[config.mk]
export PLATFORM = sky130hd
export DESIGN_NAME = nfcu_ram
export DESIGN_NICKNAME = d
export VERILOG_FILES = /design/src/nfcu_ram.sv
export SDC_FILE = /design/constraint.sdc
export NUM_CORES = 2
export LEC_CHECK = 0
export ABC_AREA = 0
export ABC_CLOCK_PERIOD_IN_PS = 2300
export BUFFER_PORTS_ARGS = -buffer_cell sky130_fd_sc_hd__clkbuf_2
export CAP_MARGIN = 30
export CORE_ASPECT_RATIO = 0.75
export CORE_UTILIZATION = 55
export CTS_BUF_LIST = sky130_fd_sc_hd__clkbuf_8
export DETAILED_ROUTE_END_ITERATION = 8
export PLACE_DENSITY = 0.73
export SYNTH_ARGS = -nofsm -noshare
export SYNTH_HDL_FRONTEND = slang
export SYNTH_SLANG_ARGS = --single-unit
[constraint.sdc]
create_clock -name i_clk -period 2.3 [get_ports i_clk]
set_clock_uncertainty 0.1 [all_clocks]
set_input_delay 0.23 -clock i_clk [delete_from_list [all_inputs] [get_ports i_clk]]
set_output_delay 0.23 -clock i_clk [all_outputs]
set_load 0.02 [all_outputs]
[src/nfcu_ram.sv]
// ----------------------------------------------------------------------------
// nfcu_ram
// Generic single-clock RAM, one write port, one read port with registered
// read data that holds while the read enable is low.
// ----------------------------------------------------------------------------
`default_nettype none

module nfcu_ram #(
    parameter int WIDTH = 8,
    parameter int DEPTH = 256
) (
    input  wire logic                     i_clk,
    input  wire logic                     i_we,
    input  wire logic [$clog2(DEPTH)-1:0] i_waddr,
    input  wire logic [WIDTH-1:0]         i_wdata,
    input  wire logic                     i_re,
    input  wire logic [$clog2(DEPTH)-1:0] i_raddr,
    output logic      [WIDTH-1:0]         o_rdata
);

    logic [WIDTH-1:0] r_mem [DEPTH];

    always_ff @(posedge i_clk) begin
        if (i_we) begin
            r_mem[i_waddr] <= i_wdata;
        end
        if (i_re) begin
            o_rdata <= r_mem[i_raddr];
        end
    end

endmodule

`default_nettype wire

==> run metrics <==
status finished with violations; failing checks negative setup slack; most common flop cell mapped by yosys edfxtp_1; effective utilization at floorplan 55.6%; GRT Total Usage 27.7%; #FFs+latches synth 2056; Setup TNS Final -1210 ps; mapped cell area 0.0796 mm²; syn avg cell area 21.3 µm²; Die Width 441 µm; die span in y 332 µm; # IOs 35; RePlAce Congestion 0.896; Worst Hold Class in2reg; Port Buf Inserts 34; vias in the first global route 42400; GRT overflow 0; clk_lat worst skew 1040 ps; Fin Hold WS 91.0 ps; Vias/cell 6.39; Core Region 0.143 mm²; DRT Wirelength 202 mm; via count 42800; Inserted Clock Buffers 312; most numerous cell in the Yosys netlist edfxtp_1; critical path type reg2reg; Die ar. 0.146 mm²; Worst slew margin 46.6%; share of cells above drive strength 1 34.2%; number of synthesized flops with an enable pin 2056; Yosys cell types 54; Final WS setup -209 ps; Cell Pwr Density 784 mW/mm²; DRC Markers 0; Reg2Reg Depth 6; leading area contributor after synthesis edfxtp_1; multi-input logic area 0.0169 mm²; Yosys Warn Count 0; H-Tree Depth 5; overall power 73.2 mW; DP Wirelength 130 mm; Final setup viols 8; Worst setup EP type flop; worst-margin pin slew 801 ps; CTS Sinks 2056; sequential element share of the synthesized area 77.5%; final core occ 65.1%; clock root buffer clkbuf_8; Synth top cells by count edfxtp_1, mux4_2, nor2_1, mux2i_1, a22oi_1; pre-CTS WS -1250 ps; Clock transition at path regs 70 ps; maximum clock insertion buffer count 4; Arr. time, crit path 3180 ps; MaxCap Viol Count 0; Synth Net Count 3760; antenna violations before repair 5; largest cells by area after synthesis edfxtp_1, mux4_2, mux2i_1, nor2_1, a22oi_1; CTS tree yes; post-DR wirelength/cell 30.1 µm; FP Rows 120; CP Launch Type flop; DRT Pass-1 Iters 6; Hold Fails Final Rpt 0; CP required 2970 ps; Fill cells 9242; RSZ-0062 raised after global routing true; ys async rst share 0%; Max Slew Vio Count 0; Peak supply drop 0.630 mV; static leakage 30.7 nW; area grow syn2layout 17.1%; top cell type's share of synthesized area 77.5%; largest net degree at the start of global routing 103; first-pass GRT wire length 291 mm; DR iter-0 viols 6171; final worst-path cycle share 109%; post-route ant nets 0; crit path max fanout 1; Final #Nets 4613; WHS Path Cells 2; post-layout min period 2510 ps; FF/Latch Area 0.0617 mm²; synthesized netlist cell count 3733; max frequency 399 MHz
routing by layer:
layer / GRT usage, % / wire length [µm] / vias up
met5: 0 / 7 / -
met4: 8.76 / 5750 / 2
met3: 7.75 / 25300 / 409
met2: 39.9 / 91000 / 2809
met1: 41.5 / 79600 / 22100
li1: - / - / 17400
through the flow:
step	std cells	cell area [µm²]
after floorplan	3733	79800
after global placement	6137	87100
after detailed placement	6140	87200
after CTS	6692	93100
after global routing	6694	93300
final	6696	93300
worst paths after layout:
check	slack, ps	end	startpoint
worst max-delay path	-210	o_rdata[0]	r_mem[86][0]
worst min-delay path	90	r_mem[199][0]	i_wdata[0]
worst max register to register	-210	o_rdata[0]	r_mem[86][0]
worst min register to register	1090	o_rdata[6]	r_mem[62][6]
layout by cell type (no fill, tap or decap), types with 12 or more instances in the layout:
| cell | Yosys | final |
|---|---|---|
| buf_4 | 27 | 636 |
| a22oi_1 | 133 | 131 |
| clkbuf_8 | 0 | 320 |
| nand3_1 | 34 | 34 |
| nand2_1 | 33 | 33 |
| o221ai_1 | 46 | 46 |
| mux4_2 | 454 | 455 |
| edfxtp_1 | 2056 | 2056 |
| buf_12 | 8 | 74 |
| nor4_2 | 3 | 12 |
| a21oi_1 | 96 | 95 |
| nor3_1 | 22 | 14 |
| clkinv_1 | 1 | 76 |
| mux2i_1 | 134 | 134 |
| clkinv_2 | 0 | 37 |
| inv_1 | 1 | 84 |
| nor2b_1 | 31 | 23 |
| dlygate4sd3_1 | 0 | 26 |
| o22ai_1 | 28 | 28 |
| nor2_1 | 282 | 277 |
| clkbuf_2 | 0 | 22 |
cells by family (layout without fill, tap and decap cells):
kind of cell / Yosys count / after routing / synth area share (%)
multiplexers: 591 / 591 / 14.6
other: 0 / 3 / 0
flip-flops: 2056 / 2056 / 77.5
AO/OA/AOI/OAI: 385 / 385 / 3.42
buffers and inverters: 235 / 1304 / 1.83
AND/OR/NAND/NOR: 466 / 466 / 2.63
sequential cells by signal (all words and copies together) (netlist names):
| register | count |
|---|---|
| r_mem | 2048 |
| o_rdata | 8 |
worst max-delay path: stages, from the launching register on:
cell	delay (ps)
edfxtp_1	430
mux4_2	530
mux4_2	500
nor2b_4	170
nor4_4	240
buf_4	210
nor4_2	50
what timing repair did:
item                        CTS  global route
gates resized for setup      51            22
buffers inserted              0             2
hold endpoints to repair   2610             0
setup endpoints to repair     8            11
pin swaps                    17            11
hold buffers                 26             0
layout make-up:
class | count | area share [%]
Clock inverter | 214 | 1.19
Sequential cell | 2056 | 66.2
Tap cell | 1891 | 2.54
Clock buffer | 316 | 4.66
Multi-Input combinational cell | 1442 | 18.1
Inverter | 2 | 0.00805
Antenna cell | 3 | 0.00805
Timing Repair Buffer | 772 | 7.29
where the power goes:
part	total, mW	internal [mW]	switching, mW
clock network	27.4	13.7	13.7
logic	4.46	1.80	2.66
registers	41.4	41.3	0.0485
total	73.2	56.8	16.4
No activity file was read; power rests on OpenSTA's default activity.
